$ cat src/rtl/core/dfsc_pkg.sv
// ----------------------------------------------------------------------------
// dfsc_pkg
// Shared types and constants of the depth frame stance classifier.
// ----------------------------------------------------------------------------
package dfsc_pkg;

   localparam int DEPTH_W         = 15;
   localparam int CNT_CFG_W       = 7;
   localparam int TRIM_W          = 7;
   localparam int HINT_W          = 2;
   localparam int CSR_IDX_W       = 3;
   localparam int CSR_DATA_W      = 15;
   localparam int FRAME_CELLS_DEF = 64;
   localparam int TRIM_SHIFT      = 8;

   localparam logic [DEPTH_W-1:0] MIN_SLOP   = DEPTH_W'(50);
   localparam int                 MIN_TRIM_N = 6;
   localparam int                 MIN_SLICE  = 3;

   localparam logic [HINT_W-1:0] HINT_NONE  = 2'd0;
   localparam logic [HINT_W-1:0] HINT_CLOSE = 2'd1;
   localparam logic [HINT_W-1:0] HINT_FAR   = 2'd2;
   localparam logic [HINT_W-1:0] HINT_OK    = 2'd3;

   localparam logic [CSR_IDX_W-1:0] CSR_BAND_MIN   = 3'd0;
   localparam logic [CSR_IDX_W-1:0] CSR_BAND_MAX   = 3'd1;
   localparam logic [CSR_IDX_W-1:0] CSR_VALID_MIN  = 3'd2;
   localparam logic [CSR_IDX_W-1:0] CSR_VALID_MAX  = 3'd3;
   localparam logic [CSR_IDX_W-1:0] CSR_MIN_VALID  = 3'd4;
   localparam logic [CSR_IDX_W-1:0] CSR_MIN_BAND   = 3'd5;
   localparam logic [CSR_IDX_W-1:0] CSR_TRIM       = 3'd6;
   localparam logic [CSR_IDX_W-1:0] CSR_SLOP       = 3'd7;

   typedef enum logic [2:0] {
      ST_COLLECT,
      ST_PREP,
      ST_SELECT,
      ST_SCAN,
      ST_DECIDE,
      ST_FINISH
   } ctrl_state_type;

   typedef struct packed {
      logic collect_en;
      logic prep;
      logic select;
      logic scan;
      logic decide;
      logic finish;
   } dfsc_cmd_type;

   typedef struct packed {
      logic frame_end;
      logic n_zero;
      logic issue_done;
      logic bit_last;
      logic out_free;
   } dfsc_status_type;

endpackage

$ cat src/rtl/core/dfsc_ctrl.sv
// ----------------------------------------------------------------------------
// dfsc_ctrl
// Sequencer: frame collection, order-statistic search passes, result load.
// ----------------------------------------------------------------------------
module dfsc_ctrl
   import dfsc_pkg::*;
(
   input  logic            clock,
   input  logic            reset,
   input  dfsc_status_type status,
   output dfsc_cmd_type    cmd
);

   ctrl_state_type state_ff, state_in;

   always_ff @(posedge clock) begin
      if (reset) begin
         state_ff <= ST_COLLECT;
      end else begin
         state_ff <= state_in;
      end
   end

   always_comb begin
      state_in = state_ff;
      case (state_ff)
         ST_COLLECT: begin
            if (status.frame_end) state_in = ST_PREP;
         end
         ST_PREP: begin
            state_in = ST_SELECT;
         end
         ST_SELECT: begin
            state_in = status.n_zero ? ST_FINISH : ST_SCAN;
         end
         ST_SCAN: begin
            if (status.issue_done) state_in = ST_DECIDE;
         end
         ST_DECIDE: begin
            state_in = status.bit_last ? ST_FINISH : ST_SCAN;
         end
         ST_FINISH: begin
            if (status.out_free) state_in = ST_COLLECT;
         end
         default: begin
            state_in = ST_COLLECT;
         end
      endcase
   end

   always_comb begin
      cmd = '0;
      case (state_ff)
         ST_COLLECT: cmd.collect_en = 1'b1;
         ST_PREP:    cmd.prep       = 1'b1;
         ST_SELECT:  cmd.select     = 1'b1;
         ST_SCAN:    cmd.scan       = 1'b1;
         ST_DECIDE:  cmd.decide     = 1'b1;
         ST_FINISH:  cmd.finish     = status.out_free;
         default:    cmd            = '0;
      endcase
   end

endmodule

$ cat src/rtl/core/dfsc_dp.sv
// ----------------------------------------------------------------------------
// dfsc_dp
// Datapath: config registers, cell store, counters, bitwise order-statistic
// search over the store, classification and the result register.
// ----------------------------------------------------------------------------
module dfsc_dp
   import dfsc_pkg::*;
#(
   parameter int FRAME_CELLS = FRAME_CELLS_DEF
)
(
   input  logic                  clock,
   input  logic                  reset,
   input  dfsc_cmd_type          cmd,
   output dfsc_status_type       status,
   input  logic                  in_accept,
   input  logic [DEPTH_W-1:0]    req_depth,
   input  logic                  req_last_cell,
   input  logic                  rsp_stall,
   output logic                  rsp_valid,
   output logic [HINT_W-1:0]     rsp_hint,
   output logic [DEPTH_W-1:0]    rsp_median_depth,
   output logic [DEPTH_W-1:0]    rsp_stance_depth,
   input  logic                  csr_write,
   input  logic [CSR_IDX_W-1:0]  csr_index,
   input  logic [CSR_DATA_W-1:0] csr_wdata
);

   localparam int CW   = $clog2(FRAME_CELLS + 1);
   localparam int AW   = $clog2(FRAME_CELLS);
   localparam int CMPW = (CW > CNT_CFG_W) ? CW : CNT_CFG_W;
   localparam int PW   = CW + TRIM_W;
   localparam int SW   = CW + 2;
   localparam int BW   = $clog2(DEPTH_W);
   localparam logic [CW-1:0] CELLS_MAX = CW'(FRAME_CELLS);

   // configuration
   logic [DEPTH_W-1:0]   band_min_ff, band_max_ff, valid_min_ff, valid_max_ff, slop_ff;
   logic [CNT_CFG_W-1:0] min_valid_ff, min_band_ff;
   logic [TRIM_W-1:0]    trim_ff;

   always_ff @(posedge clock) begin
      if (reset) begin
         band_min_ff  <= DEPTH_W'(300);
         band_max_ff  <= DEPTH_W'(1500);
         valid_min_ff <= DEPTH_W'(0);
         valid_max_ff <= DEPTH_W'(4000);
         min_valid_ff <= CNT_CFG_W'(8);
         min_band_ff  <= CNT_CFG_W'(4);
         trim_ff      <= TRIM_W'(26);
         slop_ff      <= DEPTH_W'(100);
      end else if (csr_write) begin
         case (csr_index)
            CSR_BAND_MIN:  band_min_ff  <= csr_wdata[DEPTH_W-1:0];
            CSR_BAND_MAX:  band_max_ff  <= csr_wdata[DEPTH_W-1:0];
            CSR_VALID_MIN: valid_min_ff <= csr_wdata[DEPTH_W-1:0];
            CSR_VALID_MAX: valid_max_ff <= csr_wdata[DEPTH_W-1:0];
            CSR_MIN_VALID: min_valid_ff <= csr_wdata[CNT_CFG_W-1:0];
            CSR_MIN_BAND:  min_band_ff  <= csr_wdata[CNT_CFG_W-1:0];
            CSR_TRIM:      trim_ff      <= csr_wdata[TRIM_W-1:0];
            CSR_SLOP:      slop_ff      <= csr_wdata[DEPTH_W-1:0];
            default:       ;
         endcase
      end
   end

   // frame collection
   logic [CW-1:0] cell_cnt_ff, cell_cnt_in;
   logic [CW-1:0] valid_cnt_ff, valid_cnt_in;
   logic [CW-1:0] band_cnt_ff, band_cnt_in;
   logic          take, valid_hit, band_hit, wr_en;

   assign take      = in_accept && (cell_cnt_ff < CELLS_MAX);
   assign valid_hit = (req_depth > valid_min_ff) && (req_depth < valid_max_ff);
   assign band_hit  = (req_depth > band_min_ff) && (req_depth < band_max_ff);
   assign wr_en     = take && valid_hit;

   always_comb begin
      cell_cnt_in  = cell_cnt_ff;
      valid_cnt_in = valid_cnt_ff;
      band_cnt_in  = band_cnt_ff;
      if (take) begin
         cell_cnt_in = cell_cnt_ff + CW'(1);
         if (valid_hit) valid_cnt_in = valid_cnt_ff + CW'(1);
         if (band_hit)  band_cnt_in  = band_cnt_ff + CW'(1);
      end
      // start the next frame once the result is loaded
      if (cmd.finish) begin
         cell_cnt_in  = '0;
         valid_cnt_in = '0;
         band_cnt_in  = '0;
      end
   end

   always_ff @(posedge clock) begin
      if (reset) begin
         cell_cnt_ff  <= '0;
         valid_cnt_ff <= '0;
         band_cnt_ff  <= '0;
      end else begin
         cell_cnt_ff  <= cell_cnt_in;
         valid_cnt_ff <= valid_cnt_in;
         band_cnt_ff  <= band_cnt_in;
      end
   end

   // cell store
   logic [DEPTH_W-1:0] store_mem [FRAME_CELLS];
   logic [DEPTH_W-1:0] rd_q_ff;
   logic [CW-1:0]      idx_ff, idx_in;
   logic               rd_en;
   logic               rd_vld_ff;

   assign rd_en = cmd.scan && (idx_ff != valid_cnt_ff);

   always_ff @(posedge clock) begin
      if (wr_en) store_mem[valid_cnt_ff[AW-1:0]] <= req_depth;
      if (rd_en) rd_q_ff <= store_mem[idx_ff[AW-1:0]];
   end

   always_ff @(posedge clock) begin
      if (reset) begin
         rd_vld_ff <= 1'b0;
      end else begin
         rd_vld_ff <= rd_en;
      end
   end

   // trim setup
   logic [CMPW-1:0] n_ext, band_ext, minv_ext, minb_ext;
   logic [PW-1:0]   prod;
   logic [CW-1:0]   cut_raw, cut_ff;
   logic            elig_ff;

   assign n_ext    = CMPW'(valid_cnt_ff);
   assign band_ext = CMPW'(band_cnt_ff);
   assign minv_ext = CMPW'(min_valid_ff);
   assign minb_ext = CMPW'(min_band_ff);
   assign prod     = PW'(valid_cnt_ff) * PW'(trim_ff);
   assign cut_raw  = CW'(prod >> TRIM_SHIFT);

   always_ff @(posedge clock) begin
      if (cmd.prep) begin
         cut_ff  <= (cut_raw == '0) ? CW'(1) : cut_raw;
         elig_ff <= (n_ext >= minv_ext) && (band_ext >= minb_ext)
                    && (n_ext >= CMPW'(MIN_TRIM_N));
      end
   end

   logic signed [SW-1:0] slice, slice_half;
   logic                 trim_ok;
   logic [CW-1:0]        k_sel;

   assign slice      = $signed({2'b00, valid_cnt_ff}) - $signed({1'b0, cut_ff, 1'b0});
   assign slice_half = (slice - SW'(1)) >>> 1;
   assign trim_ok    = elig_ff && (slice >= SW'(MIN_SLICE));
   assign k_sel      = trim_ok ? (cut_ff + slice_half[CW-1:0])
                               : ((valid_cnt_ff - CW'(1)) >> 1);

   // search: build the answer one bit at a time, MSB first; each pass counts
   // the stored cells below the trial value
   logic [CW-1:0]      k_ff, cnt_ff, cnt_in;
   logic               trim_ok_ff;
   logic [DEPTH_W-1:0] v_ff, v_in, bit_mask, low_mask, thr;
   logic [BW-1:0]      bit_ff, bit_in;

   assign bit_mask = DEPTH_W'(1) << bit_ff;
   assign low_mask = bit_mask - DEPTH_W'(1);
   assign thr      = v_ff | low_mask;

   always_comb begin
      idx_in = idx_ff;
      cnt_in = cnt_ff;
      v_in   = v_ff;
      bit_in = bit_ff;
      if (rd_en) idx_in = idx_ff + CW'(1);
      if (rd_vld_ff && (rd_q_ff <= thr)) cnt_in = cnt_ff + CW'(1);
      if (cmd.select) begin
         idx_in = '0;
         cnt_in = '0;
         v_in   = '0;
         bit_in = BW'(DEPTH_W - 1);
      end
      if (cmd.decide) begin
         if (cnt_ff <= k_ff) v_in = v_ff | bit_mask;
         bit_in = bit_ff - BW'(1);
         idx_in = '0;
         cnt_in = '0;
      end
   end

   always_ff @(posedge clock) begin
      idx_ff <= idx_in;
      cnt_ff <= cnt_in;
      v_ff   <= v_in;
      bit_ff <= bit_in;
      if (cmd.select) begin
         k_ff       <= k_sel;
         trim_ok_ff <= trim_ok;
      end
   end

   // classification
   logic [DEPTH_W:0]       band_sum;
   logic [DEPTH_W-1:0]     centre, slop;
   logic signed [DEPTH_W+1:0] lo_lim, hi_lim, s_val;
   logic [HINT_W-1:0]      hint_cls;

   assign band_sum = {1'b0, band_min_ff} + {1'b0, band_max_ff};
   assign centre   = band_sum[DEPTH_W:1];
   assign slop     = (slop_ff < MIN_SLOP) ? MIN_SLOP : slop_ff;
   assign lo_lim   = $signed({2'b00, centre}) - $signed({2'b00, slop});
   assign hi_lim   = $signed({2'b00, centre}) + $signed({2'b00, slop});
   assign s_val    = $signed({2'b00, v_ff});

   always_comb begin
      if (!trim_ok_ff)               hint_cls = HINT_NONE;
      else if (v_ff < band_min_ff)   hint_cls = HINT_CLOSE;
      else if (v_ff > band_max_ff)   hint_cls = HINT_FAR;
      else if (s_val < lo_lim)       hint_cls = HINT_CLOSE;
      else if (s_val > hi_lim)       hint_cls = HINT_FAR;
      else                           hint_cls = HINT_OK;
   end

   // result register
   logic               rsp_valid_ff;
   logic [HINT_W-1:0]  hint_ff;
   logic [DEPTH_W-1:0] median_ff, stance_ff;

   always_ff @(posedge clock) begin
      if (reset) begin
         rsp_valid_ff <= 1'b0;
      end else if (cmd.finish) begin
         rsp_valid_ff <= 1'b1;
      end else if (!rsp_stall) begin
         rsp_valid_ff <= 1'b0;
      end
   end

   always_ff @(posedge clock) begin
      if (cmd.finish) begin
         hint_ff   <= (valid_cnt_ff == '0) ? HINT_NONE : hint_cls;
         median_ff <= (valid_cnt_ff == '0) ? '0 : v_ff;
         stance_ff <= (trim_ok_ff && (valid_cnt_ff != '0)) ? v_ff : '0;
      end
   end

   assign rsp_valid        = rsp_valid_ff;
   assign rsp_hint         = hint_ff;
   assign rsp_median_depth = median_ff;
   assign rsp_stance_depth = stance_ff;

   assign status.frame_end  = in_accept && req_last_cell;
   assign status.n_zero     = (valid_cnt_ff == '0);
   assign status.issue_done = (idx_ff == valid_cnt_ff);
   assign status.bit_last   = (bit_ff == '0);
   assign status.out_free   = !rsp_valid_ff || !rsp_stall;

endmodule

$ cat src/rtl/core/depth_frame_stance_classifier_top.sv
// ----------------------------------------------------------------------------
// depth_frame_stance_classifier_top
// Per-frame presence and distance classifier over a stream of depth cells.
// ----------------------------------------------------------------------------
// Cells are taken one per clock while a frame is collected. After the cell
// marked last_cell the input stalls while the median is found by a bitwise
// search over the cell store: 15 passes, each reading the n stored valid
// cells through the single store read port, then letting the last read land
// and deciding the bit; with no valid cells the passes are skipped (n = valid
// cells, at most FRAME_CELLS). The stall also covers any wait for the output
// register to free. The result sits in an output register, so collection of
// the next frame resumes while it waits to be taken. Configuration writes are
// always ready.
module depth_frame_stance_classifier_top
   import dfsc_pkg::*;
#(
   parameter int FRAME_CELLS = FRAME_CELLS_DEF
)
(
   input  logic                  clock,
   input  logic                  reset,
   input  logic                  req_valid,
   output logic                  req_stall,
   input  logic [DEPTH_W-1:0]    req_depth,
   input  logic                  req_last_cell,
   output logic                  rsp_valid,
   input  logic                  rsp_stall,
   output logic [HINT_W-1:0]     rsp_hint,
   output logic [DEPTH_W-1:0]    rsp_median_depth,
   output logic [DEPTH_W-1:0]    rsp_stance_depth,
   input  logic                  csr_valid,
   output logic                  csr_ready,
   input  logic [CSR_IDX_W-1:0]  csr_index,
   input  logic [CSR_DATA_W-1:0] csr_wdata
);

   dfsc_cmd_type    cmd;
   dfsc_status_type status;
   logic            in_accept;

   assign req_stall = !cmd.collect_en;
   assign in_accept = req_valid && cmd.collect_en;
   assign csr_ready = 1'b1;

   dfsc_ctrl u_ctrl (
      .clock  (clock),
      .reset  (reset),
      .status (status),
      .cmd    (cmd)
   );

   dfsc_dp #(
      .FRAME_CELLS (FRAME_CELLS)
   ) u_dp (
      .clock            (clock),
      .reset            (reset),
      .cmd              (cmd),
      .status           (status),
      .in_accept        (in_accept),
      .req_depth        (req_depth),
      .req_last_cell    (req_last_cell),
      .rsp_stall        (rsp_stall),
      .rsp_valid        (rsp_valid),
      .rsp_hint         (rsp_hint),
      .rsp_median_depth (rsp_median_depth),
      .rsp_stance_depth (rsp_stance_depth),
      .csr_write        (csr_valid && csr_ready),
      .csr_index        (csr_index),
      .csr_wdata        (csr_wdata)
   );

endmodule

$ cat config.mk
export PLATFORM = sky130hd
export DESIGN_NAME = depth_frame_stance_classifier_top
export DESIGN_NICKNAME = d
export VERILOG_FILES = /design/src/rtl/core/dfsc_pkg.sv /design/src/rtl/core/dfsc_ctrl.sv /design/src/rtl/core/dfsc_dp.sv /design/src/rtl/core/depth_frame_stance_classifier_top.sv
export SDC_FILE = /design/constraint.sdc
export NUM_CORES = 2
export LEC_CHECK = 0
export BUFFER_PORTS_ARGS = -buffer_cell sky130_fd_sc_hd__buf_2
export CAP_MARGIN = 0
export CELL_PAD_IN_SITES_DETAIL_PLACEMENT = 0
export CELL_PAD_IN_SITES_GLOBAL_PLACEMENT = 2
export CORE_AREA = 2 2 306 369
export DETAILED_ROUTE_END_ITERATION = 10
export DIE_AREA = 0 0 308 371
export GPL_ROUTABILITY_DRIVEN = 0
export PLACE_DENSITY = 0.86
export SLEW_MARGIN = 20
export SYNTH_ARGS = -nofsm -noshare
export SYNTH_HDL_FRONTEND = slang
export SYNTH_SLANG_ARGS = --single-unit
$ cat constraint.sdc
create_clock -name clock -period 5.7 [get_ports clock]
set_clock_uncertainty 0.05 [all_clocks]
set_input_delay 0.285 -clock clock [delete_from_list [all_inputs] [get_ports clock]]
set_output_delay 0.285 -clock clock [all_outputs]
set_load 0.02 [all_outputs]
==> out/qor.yml <==
sta:
  tightest_slew_ns: 1.06
  timing.slew.headroom_pct: 28.6
  finalSetupViolations: 0
  hold_viol: 0
  finalCritPeriodShare_pct: 94.2
  min_period_ns: 5.37
  clock.fmax_ghz: 0.186
  maxSlewViolCount: 0
global_route:
  grt_pass1_vias: 29736
  grtUsageTotal_pct: 23.4
  grt_start_max_net_pins: 90
  grt_pass1_wl_um: 195000
  grt-ovfl-total: 0
  antenna_found_initial: 4
worst_setup_path:
  crit_path_top_delay_cell: "ha_1"
  regToRegSetupSlack_ns: 0.33
  path_cells: "ha_1 > a31o_2 > a21oi_2 > o21ai_1 > o311a_1 > o21a_1 > o21a_1 > o41ai_1 > xnor2_1 > ha_1 > inv_1 > nor4_1 > a31oi_1 > nand3_1 > a211oi_1 > ha_1 > nand2_1 > nor3_2 > o31a_1 > o211ai_1 > a211oi_1 > o21a_1 > nor3_1"
  start_kind: "flop"
  critPathMaxFanout: 8
  setup.worst_path.start: "u_dp.band_min_ff[1]"
  timing.rr.start: "u_dp.band_min_ff[1]"
  cp.arrival_ns: 5.80
  worstSetupEndpoint: "u_dp.rsp_hint[0]"
  cpPeakStageDelay_ns: 0.49
  r2r_cells: 23
  end_kind: "flop"
  rr_endpoint: "u_dp.rsp_hint[0]"
  worstPathRequired_ns: 6.13
  critical_path_class: "reg -> reg"
detailed_routing:
  drc: 0
  dr_total_vias: 29194
  drtPass1Iterations: 5
  dr.first_iter.drc_count: 2665
  via_per_inst: 5.79
  routed_wl_um: 131000
  drtAntennaViolNets: 0
  wl_per_cell_um: 26.0
floorplanning:
  die_h_um: 371
  row_count: 134
  start_util_pct: 47.7
  fp.dieW_um: 308
  dieArea_um2: 114000
  core_um2: 111000
  ioPinCount: 74
pwr:
  power.density_nw_per_um2: 319
  ir_drop_uv: 281
  power.leakage_nw: 20.4
  fin_total_pwr_mw: 19.0
clock_tree:
  post_cts.repair.setup_buffers: 0
  root_buffer: "clkbuf_16"
  clk_latency_ns: 0.73
  htreeDepth: 3
  cts_sinks: 1177
  cts_tree: "built"
  cts.clk_slew.worst_paths_ns: 0.07
  cts_buffers: 113
  clockBufferDepth: 3
finish:
  stdcell_count: 5039
  area.sequential_um2: 33800
  drive_gt1_share_pct: 20.2
  fin_nets: 3837
  fill_cells: 8737
  multi_input_area_um2: 17800
  syn2layout_area_growth_pct: 13.2
logic_synthesis:
  synthFlopType: "edfxtp_1"
  avgSynthCellArea_um2: 15.9
  synth-seq-cells: 1177
  synth-seq-area-share_pct: 64.1
  synth_area_um2: 52800
  ys_async_sr_fraction_pct: 0
  synth_edf_count: 1026
  ys_warn_count: 0
  postSynthCellCount: 3324
  synth_cell_type_count: 76
  syn_nets: 3644
min_path:
  hold_path_class: "in -> reg"
  min_from: "req_valid"
  whs_path_depth: 5
place:
  io_buffer_count: 72
  dp.cells: 4800
  hpwl_um: 87500
outcome:
  status: "finished, final reports clean"
flow_run:
  max_cap_viol_count: 0
==> registers in the layout (all words and copies together), names as in the netlist, 2 cells and up <==
name and flops:
u_dp.valid_max_ff 15, u_dp.rsp_hint 2, u_dp.band_max_ff 15, u_dp.min_band_ff 7, u_dp.rd_q_ff 15, u_dp.idx_ff 7
u_dp.rsp_stance_depth 15, u_dp.band_cnt_ff 7, u_ctrl.state_ff 3, u_dp.cnt_ff 7, u_dp.min_valid_ff 7, u_dp.bit_ff 4
u_dp.trim_ff 7, u_dp.slop_ff 15, u_dp.cut_ff 6, u_dp.cell_cnt_ff 7, u_dp.v_ff 15, u_dp.n_ext 7
u_dp.k_ff 7, u_dp.valid_min_ff 15, u_dp.band_min_ff 15, u_dp.store_mem 960, u_dp.rsp_median_depth 15
==> worst min-delay path by stage <==
stage and end:
2_1_floorplan u_dp.store_mem[0][0], 3_3_place_gp u_dp.valid_min_ff[4], 3_5_place_dp u_dp.valid_max_ff[0], 4_1_cts u_ctrl.state_ff[2]
5_1_grt u_ctrl.state_ff[2], 6_report u_ctrl.state_ff[2]
==> synth_stat cells (31+ instances only) <==
cell / n / share of area (%)
nor2b_1: 31 / 0.37
nand2_1: 259 / 1.8
nand3_1: 35 / 0.33
nor3_1: 40 / 0.38
a21o_1: 34 / 0.48
a21oi_1: 151 / 1.4
xnor2_1: 59 / 0.98
and2_1: 42 / 0.50
o21ai_0: 50 / 0.47
ha_1: 253 / 6.0
mux4_2: 315 / 13
clkbuf_1: 107 / 0.76
inv_1: 163 / 1.2
nor2_1: 210 / 1.5
edfxtp_1: 1026 / 58
dfxtp_1: 151 / 5.7
==> worst max-delay path, delay by kind of cell, from the launching register on <==
kind	cells	cell delay, ns
AO/OA/AOI/OAI	13	2.64
adder cells (fa/ha/maj)	3	1.04
AND/OR/NAND/NOR	5	0.71
flip-flops	1	0.40
XOR/XNOR	1	0.17
buffers and inverters	1	0.13
==> layer usage <==
metal | track usage (%) | part of all wire, %
met5 | 0 | 0.0099
met4 | 8.49 | 3.3
met3 | 3.46 | 5.5
met2 | 40.5 | 51
met1 | 29.9 | 40
==> cells in the final DEF, fill, tap and decap left out, types with 9 or more instances in the layout <==
cell / n
dfxtp_1: 146
nand4_1: 28
and2_1: 42
clkinv_2: 12
mux4_2: 315
and3_1: 23
clkbuf_1: 18
nor4_1: 10
clkbuf_16: 113
or3_1: 13
nor3_1: 37
mux2i_1: 20
nand3b_1: 14
a211oi_1: 17
xnor2_1: 59
a21o_1: 34
nand3_1: 35
nor2b_1: 31
clkinv_1: 16
inv_1: 163
buf_2: 71
edfxtp_1: 1026
dlygate4sd3_1: 30
nand2_1: 259
xor2_1: 30
fa_1: 28
o211ai_1: 9
o21a_1: 22
nand2b_1: 15
a211o_1: 19
a21oi_1: 150
nor2_1: 209
bufinv_16: 24
o21bai_1: 15
buf_4: 124
o21ai_0: 49
a31oi_1: 10
ha_1: 250
==> kinds of logic (layout without fill, tap and decap cells) <==
kind of cell / count (synthesis) / count (layout) / synth area share (%)
flops: 1177 / 1177 / 64.1
mux: 337 / 337 / 13.9
simple gates: 744 / 744 / 6.55
buf+inv: 318 / 603 / 2.35
other cells: 1 / 3 / 0.00710
compound gates: 377 / 377 / 4.63
xor+xnor: 89 / 89 / 1.48
fa+ha+maj: 281 / 281 / 7.06
==> cell type report <==
| class | instances | area share [%] |
|---|---|---|
| diodes | 2 | 0.00838 |
| repair buffers | 233 | 2.92 |
| clock inverters | 76 | 1.80 |
| well taps | 1428 | 2.99 |
| inverters | 163 | 1.02 |
| flip-flops and latches | 1177 | 56.6 |
| clock buffers | 131 | 4.85 |
| multi-input cells | 1829 | 29.8 |
==> power breakdown <==
group | total [mW] | internal [mW] | switching, mW
sequential | 9.49 | 9.41 | 0.0819
clock | 8.03 | 4.74 | 3.29
combinational | 1.50 | 0.624 | 0.880
==> stage by stage <==
stage               utilization, %  hold WS (ns)  setup TNS [ns]  setup slack (ns)  instance area (um2)
detailed placement            50.1         0.396               0             0.314                55400
CTS                           54.0        0.0136               0             0.305                59700
floorplan                        -         0.334               0             0.824                52800
global route                  54.0        0.0625        -0.00550          -0.00550                59700
finish                        54.0        0.0442               0             0.331                59700
global placement              50.1         0.392               0             0.330                55400
==> timing repair <==
| item | 4_1_cts | 5_1_grt |
|---|---|---|
| resized for setup | 0 | 8 |
| endpoints found under the hold margin | 179 | 0 |
| endpoints found under the setup margin | 0 | 2 |
| hold buffers | 30 | 0 |
Note: power is estimated with default switching activity, not from simulation.
